===== config.mk =====
export PLATFORM = sky130hd
export DESIGN_NAME = pbq_ram
export DESIGN_NICKNAME = d
export VERILOG_FILES = /design/src/hw/rtl/pbq_ram.sv
export SDC_FILE = /design/constraint.sdc
export NUM_CORES = 1
export LEC_CHECK = 0
export BUFFER_PORTS_ARGS = -buffer_cell sky130_fd_sc_hd__buf_2
export CELL_PAD_IN_SITES_DETAIL_PLACEMENT = 0
export CELL_PAD_IN_SITES_GLOBAL_PLACEMENT = 2
export CORE_ASPECT_RATIO = 0.7
export CORE_MARGIN = 4
export CORE_UTILIZATION = 50
export CTS_CLUSTER_DIAMETER = 30
export DETAILED_ROUTE_END_ITERATION = 12
export HOLD_SLACK_MARGIN = 0.12
export PLACE_DENSITY = 0.92
export SYNTH_ARGS = -nofsm -noshare
export SYNTH_HDL_FRONTEND = slang
export SYNTH_SLANG_ARGS = --single-unit

===== constraint.sdc =====
create_clock -name clk -period 3 [get_ports clk]
set_input_delay 0.3 -clock clk [delete_from_list [all_inputs] [get_ports clk]]
set_output_delay 0.3 -clock clk [all_outputs]
set_load 0.05 [all_outputs]

===== src/hw/rtl/pbq_ram.sv =====
// Simple dual-port synchronous RAM with a registered read port.
module pbq_ram #(
    parameter int WIDTH  = 8,
    parameter int DEPTH  = 16,
    parameter int ADDR_W = 4
) (
    input  logic              clk,
    input  logic              we,
    input  logic [ADDR_W-1:0] waddr,
    input  logic [WIDTH-1:0]  wdata,
    input  logic [ADDR_W-1:0] raddr,
    output logic [WIDTH-1:0]  rdata
);

    logic [WIDTH-1:0] mem [DEPTH];
    logic [WIDTH-1:0] rdata_reg;

    // Write port and registered read port; a read at a written address sees old data.
    always_ff @(posedge clk)
    begin
        if (we)
        begin
            mem[waddr] <= wdata;
        end
        rdata_reg <= mem[raddr];
    end

    assign rdata = rdata_reg;

endmodule


After elaboration in Yosys (flattened, before gate mapping)
Memories as Yosys holds them, arrays and structs flattened. A register that Yosys moved wholly into a read port is not among the register bits.
Index checks and enable logic that the tools add are counted.

storage, ports and cells
  bits in registers = 0
  bits in writable memories = 128
  input bits = 18
  logic and storage cells = 3
  memories = 1

operators by class
  mux-type cells = 2

memories
  name  words  width  rd ports  clocked after memory_dff  wr ports  line  source
  mem   16     8      1         1                         1         15    logic [WIDTH-1:0] mem [DEPTH];

operators by type and width
  operator          number
  2-to-1 mux 1 bit  2

Longest topological paths before layout
Gate-level depths: netlist of run 1.

  depth in word-level cells = 2
  gate-level depth with buffers = 5
  gate-level depth less buffers = 3

Worst setup path after synthesis of run 1
Ideal clock, no wire load.

  path kind = input port to flip-flop
  start point = in waddr[2]
  end point = mem mem[0][0], enable pin
  setup time = 0.383 ns
  arrival time = 1.410 ns
  required time = 2.617 ns
  setup slack = 1.207 ns
  stages on the path = 2
  buffers on the path = 0
  cells stage by stage = or3b_2 -> nor3_1

RTL lines
  what             line  source
  start, declared  9     input logic [ADDR_W-1:0] waddr,
  end, declared    15

Straight into the memory's write port.

Final worst setup path of run 1
  start point = in waddr[2]
  end point = mem mem[2][1], enable pin

Straight into the memory's write port.

==> results of run 1 <==
==> final cells by class <==
type,count,area (um2)
clock inverter,15,160
multi-input combinational,83,1060
fill,698,3890
timing repair buffer,30,175
clock buffer,17,425
tap,128,160
sequential,136,4000
==> worst max path at each step <==
stage | depth (start not counted) | slack, ns | startpoint | to
final | 3 | 1.46 | waddr[2] | mem[2][1]$_DFFE_PP_
after global routing | 3 | 1.36 | waddr[2] | mem[2][1]$_DFFE_PP_
after CTS | 3 | 1.46 | waddr[2] | mem[2][2]$_DFFE_PP_
after detailed placement | 3 | 1.02 | waddr[2] | mem[2][3]$_DFFE_PP_
after global placement | 3 | 1.07 | waddr[2] | mem[2][3]$_DFFE_PP_
after floorplan | 2 | 1.21 | waddr[2] | mem[0][0]$_DFFE_PP_
==> power groups by stage <==
stage | logic, mW | registers (mW) | clock network [mW]
after floorplan | 0.108 | 2.22 | 0
after global placement | 0.226 | 2.17 | 0
after detailed placement | 0.230 | 2.17 | 0
after CTS | 0.231 | 2.14 | 2.05
after global routing | 0.246 | 2.14 | 2.14
final | 0.228 | 2.14 | 2.02
==> logic make-up after synthesis <==
kind of cell,Yosys count,share of synthesized area
buffers and inverters,10,0.0168
AND/OR/NAND/NOR,35,0.0318
AO/OA/AOI/OAI,16,0.0233
multiplexers,32,0.150
flip-flops,136,0.778
==> through the flow <==
step / cell area (um2) / instances
2_1_floorplan: 5150 / 229
6_report: 5980 / 409
3_5_place_dp: 5400 / 377
5_1_grt: 5980 / 409
3_3_place_gp: 5400 / 377
4_1_cts: 5980 / 409
==> per-layer routing <==
| metal | routed length [um] | part of all wire | up-vias | GRT usage |
|---|---|---|---|---|
| met3 | 494 | 0.055 | 12 | 0.0524 |
| met2 | 4120 | 0.46 | 72 | 0.228 |
| met4 | 107 | 0.012 | 0 | 0.0708 |
| li1 | - | - | 1056 | - |
| met1 | 4300 | 0.48 | 1234 | 0.243 |
| met5 | 0 | 0 | - | 0 |
==> critical path, stage by stage <==
cell and delay [ns]:
buf_2 0.12, or3b_2 0.51, nor2_1 0.64
==> cells in the final DEF, fill, tap and decap left out, drive strengths merged <==
cell and n:
and2 1, dfxtp 8, nand2 9, nor2b 1, bufinv 3, nor2 13, nand3 1, a22oi 16
clkinv 8, and2b 1, edfxtp 128, or3b 1, clkinvlp 4, nand3b 2, nand2b 2, nor3 4
clkbuf 17, buf 30, mux4 32
==> flow_summary.ini, run 1 <==
[clock_network]
cts_buffers = 17
cts_max_path_buffers = 2
root_buffer = clkbuf_16
clock_sinks = 136
clock_latency_ns = 0.41
h-tree-depth = 4
path_clk_slew_ns = 0.06
cts_setup_buffers = 0
ctsResizeCount = 0
hold_buffers = 0
cts_tree = built

[worst_hold_path]
min_path_type = input pin to flip-flop
hold_start = wdata[6]
hold_path_end = mem[6][6]$_DFFE_PP_
whs_path_depth = 1

[yosys]
synth_top_area_frac = 0.747
synth-seq-cells = 136
seq_area_frac_synth = 0.778
yosys.area.top_type = edfxtp_1
synth_edf_count = 128
yosysMostFrequentCell = edfxtp_1
synthFlopType = edfxtp_1
synth_commonest_cells = edfxtp_1, mux4_2, a22oi_1
synth_area_leaders = edfxtp_1, mux4_2, mux4_1
synth_area_mm2 = 0.00515
syn_area_per_cell_um2 = 22.5
synth-async-reset-ratio = 0
yosysUniqueCellTypes = 19
synthCells = 229
synth_warnings = 0
synth_nets = 247

[layout]
final_util = 0.606
largest_reg_flops = 128
nNetsFinal = 286
final_layout_size_suffix_gt1_frac = 0.278
syn_to_final_growth_pct = 16.2
antenna_cells = 0

[drt]
drt_first_iter_violations = 199
wl_per_cell_um = 22.1
vias = 2374
ant_nets = 0
viasPerCell = 5.80
wl_mm = 9.02
firstDrtPassIters = 4
drc = 0

[critical_path]
worst-setup-path-type = input pin to flip-flop
rr_worst_depth = 3
arrival_ns = 1.57
required_ns = 3.03
reg2reg_to = rdata[5]$_DFF_P_
ff2ff_setup_slack_ns = 1.64
end_kind = flip-flop
crit_fanout = 8
r2r-start = mem[1][5]$_DFFE_PP_
critPathLaunchType = input pin

[pwr]
power_density_mw_per_mm2 = 732
p_leak_nw = 2.00
p_sw_mw = 0.885
p_seq_frac = 0.488
ir_worst_vdd_v = 0.000414
power.internal_mw = 3.49
clock_power_share = 0.460
power.share.switching = 0.202
power_frac_comb = 0.052
fin_total_pwr_mw = 4.38

[timing]
tns_ns = 0
fin_crit_ns = 1.54
rsz0062_at_grt = no
slew_violations = 0
tightestPinTransition_ns = 0.995
finClkSkew_ns = 0.00568
hold_violations = 0
fmax_mhz = 648
holdWs_ns = 0.275
min_period_over_period = 0.514
slew_headroom = 0.334
worst_slack_ns = 1.46
setup_viol = 0

[global_routing]
grt_max_degree = 33
grt-ovfl-total = 0
grt_util_all_layers = 0.165
antenna_found_initial = 0
grt_pass1_wl_mm = 13.9
first_global_vias = 2422

[die]
die_area_mm2 = 0.0120
die_h_um = 92.9
row_count = 30
die_w_um = 129
design.core.area_mm2 = 0.00987
start_util = 0.521
io_pins = 26

[placed_design]
place_ws_ns = 1.02
gp_congestion = 0.751
port_buffers = 25
dpl.hpwl_mm = 5.71

[run]
maxCapViolCount = 0

[run_status]
status = finished clean
No activity file was read; power rests on OpenSTA's default activity.
==> inputs of run 2 (changes only) <==
--- a/config.mk
+++ b/config.mk
@@ -10,11 +10,11 @@
 export CELL_PAD_IN_SITES_GLOBAL_PLACEMENT = 2
 export CORE_ASPECT_RATIO = 0.7
 export CORE_MARGIN = 4
-export CORE_UTILIZATION = 50
+export CORE_UTILIZATION = 48
 export CTS_CLUSTER_DIAMETER = 30
 export DETAILED_ROUTE_END_ITERATION = 12
 export HOLD_SLACK_MARGIN = 0.12
-export PLACE_DENSITY = 0.92
+export PLACE_DENSITY = 0.89
 export SYNTH_ARGS = -nofsm -noshare
 export SYNTH_HDL_FRONTEND = slang
 export SYNTH_SLANG_ARGS = --single-unit
==> constraint.sdc (replaced) <==
create_clock -name clk -period 1.45 [get_ports clk]
set_input_delay 0.145 -clock clk [delete_from_list [all_inputs] [get_ports clk]]
set_output_delay 0.145 -clock clk [all_outputs]
set_load 0.05 [all_outputs]
==> flow_summary.ini, run 2 (same netlist as run 1, synthesis figures left out) <==
[global_routing]
grt_pass1_wl_mm = 14.8
first_global_vias = 2579
grt-ovfl-total = 0
antenna_found_initial = 0
grt_util_all_layers = 0.167
grt_max_degree = 33

[critical_path]
crit_fanout = 1
rr_worst_depth = 3
arrival_ns = 1.60
worst-setup-path-type = flip-flop to flip-flop
path_cells = mux4_1 -> a22oi_1 -> nand2_1
cpPeakStageDelay_ns = 0.52
end_kind = flip-flop
slowest_stage = mux4_1
critPathLaunchType = flip-flop
required_ns = 1.75

[layout]
largest_reg_flops = 128
fillCellCount = 750
final_layout_size_suffix_gt1_frac = 0.294
syn_to_final_growth_pct = 20.1
final_cell_count_no_fill = 435
most-common-layout-cells = edfxtp_1, buf_2, mux4_2
nNetsFinal = 308
final_common_cell = edfxtp_1
antenna_cells = 0

[timing]
fmax_mhz = 770
min_period_over_period = 0.896
tightestPinTransition_ns = 0.774
slew_violations = 0
finClkSkew_ns = 0.00587
rsz0062_at_grt = no
fin_crit_ns = 1.30
slew_headroom = 0.483
setup_viol = 0
hold_violations = 0

[drt]
wl_per_cell_um = 21.6
wl_mm = 9.39
drt_first_iter_violations = 221
viasPerCell = 5.69
drc = 0
firstDrtPassIters = 4
ant_nets = 0
vias = 2477

[clock_network]
clock_latency_ns = 0.41
clock_sinks = 136
cts_setup_buffers = 0
h-tree-depth = 4
ctsResizeCount = 0
hold_buffers = 7
cts_buffers = 17
path_clk_slew_ns = 0.05
cts_tree = built
root_buffer = clkbuf_16
cts_max_path_buffers = 2

[pwr]
power_density_mw_per_mm2 = 1470
ir_worst_vdd_v = 0.000886
p_leak_nw = 2.12
fin_total_pwr_mw = 9.06

[die]
die_area_mm2 = 0.0125
row_count = 31
io_pins = 26
design.core.area_mm2 = 0.0104
die_w_um = 132
die_h_um = 94.6
start_util = 0.495

[worst_hold_path]
min_path_type = input pin to flip-flop
whs_path_depth = 1

[placed_design]
gp_congestion = 0.729
placed_cells = 396
port_buffers = 25
dpl.hpwl_mm = 6.03

[run_status]
status = finished clean

[run]
maxCapViolCount = 0
[run 2: path summary, 6_finish.rpt]
path                              end  slack [ns]                start
setup reg to reg     rdata[2]$_DFF_P_        0.15  mem[9][2]$_DFFE_PP_
hold reg to reg      rdata[4]$_DFF_P_        0.67  mem[6][4]$_DFFE_PP_
setup / recovery     rdata[2]$_DFF_P_        0.15  mem[9][2]$_DFFE_PP_
hold / removal    mem[5][2]$_DFFE_PP_        0.13             wdata[2]
[run 2: metal layers]
metal | global-route usage | wire [um]
met1 | 0.232 | 4470
met2 | 0.246 | 4370
met3 | 0.0506 | 408
met4 | 0.0760 | 141
met5 | 0 | 0
[run 2: final cells by class]
type                       count  area (um2)  area share
clock inverter                13         135      0.0219
sequential                   136        4000       0.648
tap                          132         165      0.0267
timing repair buffer          52         383      0.0619
multi-input combinational     83        1060       0.172
clock buffer                  19         433      0.0700
[run 2: stage by stage]
step / hold slack (ns) / setup TNS (ns) / utilization / worst slack [ns] / cell area, um2
floorplan: 0.244 / 0 / - / 0.0389 / 5150
global placement: 0.531 / -0.143 / 0.533 / -0.0676 / 5540
detailed placement: 0.543 / -0.206 / 0.533 / -0.0692 / 5540
CTS: 0.123 / 0 / 0.595 / 0.129 / 6180
global route: 0.148 / 0 / 0.595 / 0.0761 / 6180
finish: 0.134 / 0 / 0.595 / 0.152 / 6180
[run 2: critical path, delay by kind of cell, from the launching register on]
family           cells  cell delay [ns]
flip-flops           1             0.36
AND/OR/NAND/NOR      1             0.07
AO/OA/AOI/OAI        1             0.25
multiplexers         1             0.52
[run 2: report_power, final]
part           internal, mW  switching, mW  total (mW)
Sequential             4.40         0.0250        4.42
Clock                  2.65           1.48        4.13
Combinational         0.195          0.308       0.503
Total                  7.24           1.81        9.06
==> inputs of run 3 (changes only) <==
--- a/config.mk
+++ b/config.mk
@@ -10,11 +10,11 @@
 export CELL_PAD_IN_SITES_GLOBAL_PLACEMENT = 2
 export CORE_ASPECT_RATIO = 0.7
 export CORE_MARGIN = 4
-export CORE_UTILIZATION = 48
+export CORE_UTILIZATION = 45
 export CTS_CLUSTER_DIAMETER = 30
 export DETAILED_ROUTE_END_ITERATION = 12
 export HOLD_SLACK_MARGIN = 0.12
-export PLACE_DENSITY = 0.89
+export PLACE_DENSITY = 0.85
 export SYNTH_ARGS = -nofsm -noshare
 export SYNTH_HDL_FRONTEND = slang
 export SYNTH_SLANG_ARGS = --single-unit
==> flow_summary.ini, run 3 (same netlist as run 1, synthesis figures left out) <==
[run_status]
status = finished clean

[timing]
fin_crit_ns = 1.38
tightestPinTransition_ns = 0.868
setup_viol = 0
slew_violations = 0
fmax_mhz = 723
slew_headroom = 0.420
tns_ns = 0
finClkSkew_ns = 0.0137
min_period_over_period = 0.954
holdWs_ns = 0.134
rsz0062_at_grt = no
hold_violations = 0

[pwr]
p_sw_mw = 1.88
power.internal_mw = 7.62
clock_power_share = 0.479
power.share.switching = 0.198
power_frac_comb = 0.055
power_density_mw_per_mm2 = 1500
fin_total_pwr_mw = 9.50
p_seq_frac = 0.466
p_leak_nw = 2.16
ir_worst_vdd_v = 0.000923

[global_routing]
grt-ovfl-total = 0
grt_max_degree = 20
antenna_found_initial = 0
first_global_vias = 2582
grt_pass1_wl_mm = 15.3
grt_util_all_layers = 0.163

[drt]
wl_per_cell_um = 21.8
ant_nets = 0
drt_first_iter_violations = 205
wl_mm = 10.0
vias = 2410
drc = 0
firstDrtPassIters = 4
viasPerCell = 5.25

[clock_network]
path_clk_slew_ns = 0.06
h-tree-depth = 4
root_buffer = clkbuf_16
cts_max_path_buffers = 2
clock_sinks = 136
cts_buffers = 17
cts_tree = built
clock_latency_ns = 0.42

[placed_design]
port_buffers = 25
gp_congestion = 0.701
dpl.hpwl_mm = 6.16

[worst_hold_path]
min_path_type = input pin to flip-flop

[die]
die_area_mm2 = 0.0132
die_h_um = 97.5
die_w_um = 136
design.core.area_mm2 = 0.0111
io_pins = 26
row_count = 32
start_util = 0.464

[layout]
final_common_cell = edfxtp_1
syn_to_final_growth_pct = 22.7
final_layout_size_suffix_gt1_frac = 0.320
largest_reg_flops = 128
nNetsFinal = 311
fillCellCount = 843
antenna_cells = 0
most-common-layout-cells = edfxtp_1, buf_2, buf_4

[critical_path]
required_ns = 1.75
cpPeakStageDelay_ns = 0.50
end_kind = flip-flop
critPathLaunchType = flip-flop
crit_fanout = 1
path_cells = mux4_2 -> a22oi_1 -> nand2_1
cpLargestDelayFamily = multiplexers
cp_num_buf_inv = 0
arrival_ns = 1.68
worst-setup-path-type = flip-flop to flip-flop
slowest_stage = mux4_2

[run]
maxCapViolCount = 0
## run 3: cell types whose count changed in the layout (fill, tap and decap cells not counted), sizes merged
| cell | change |
|---|---|
| buf | +3 |
| bufinv | +2 |
| clkbuf | -2 |
| clkinv | -2 |
| clkinvlp | +2 |
## run 3: routing by layer
metal / vias to the layer above / part of all wire / wire length (um) / GRT usage
met1: 1226 / 0.41 / 4140 / 0.228
met2: 80 / 0.49 / 4890 / 0.246
met3: 6 / 0.089 / 892 / 0.0440
met5: - / 0 / 0 / 0
met4: 0 / 0.0090 / 90 / 0.0604
li1: 1098 / - / - / -
## run 3: power by group through the flow
stage | logic (mW) | clock network [mW] | registers, mW
3_3_place_gp | 0.497 | 0 | 4.50
6_report | 0.522 | 4.55 | 4.42
4_1_cts | 0.529 | 4.62 | 4.43
2_1_floorplan | 0.223 | 0 | 4.59
5_1_grt | 0.562 | 4.80 | 4.43
3_5_place_dp | 0.509 | 0 | 4.51
## run 3: through the flow
stage               setup slack, ns  cells  utilization  cell area [um2]
CTS                          0.0460    458        0.568             6300
global placement            -0.0538    420        0.505             5610
detailed placement          -0.0777    420        0.505             5610
floorplan                    0.0389    229            -             5150
global route                 0.0187    459        0.569             6310
finish                       0.0667    459        0.569             6310
## run 3: path summary, 6_finish.rpt
kind	startpoint	endpoint	slack [ns]	cells after the start
setup / recovery	mem[3][6]$_DFFE_PP_	rdata[6]$_DFF_P_	0.07	3
hold reg to reg	mem[5][7]$_DFFE_PP_	rdata[7]$_DFF_P_	0.68	3
setup reg to reg	mem[3][6]$_DFFE_PP_	rdata[6]$_DFF_P_	0.07	3
hold / removal	wdata[6]	mem[15][6]$_DFFE_PP_	0.13	1
## run 3: final cells by class
cell class	instances	area [um2]	share of cell area
flip-flops and latches	136	4000	0.634
clock buffers	17	425	0.0674
well taps	153	191	0.0303
multi-input cells	83	1070	0.169
clock inverters	15	208	0.0329
repair buffers	55	418	0.0662
## run 3: what timing repair did
action / CTS / global route
gates resized for setup: 1 / 0
pin swaps: 0 / 1
hold buffers: 6 / 1
setup buffers: 0 / 0
endpoints found under the hold margin: 67 / 1
setup endpoints to repair: 1 / 1
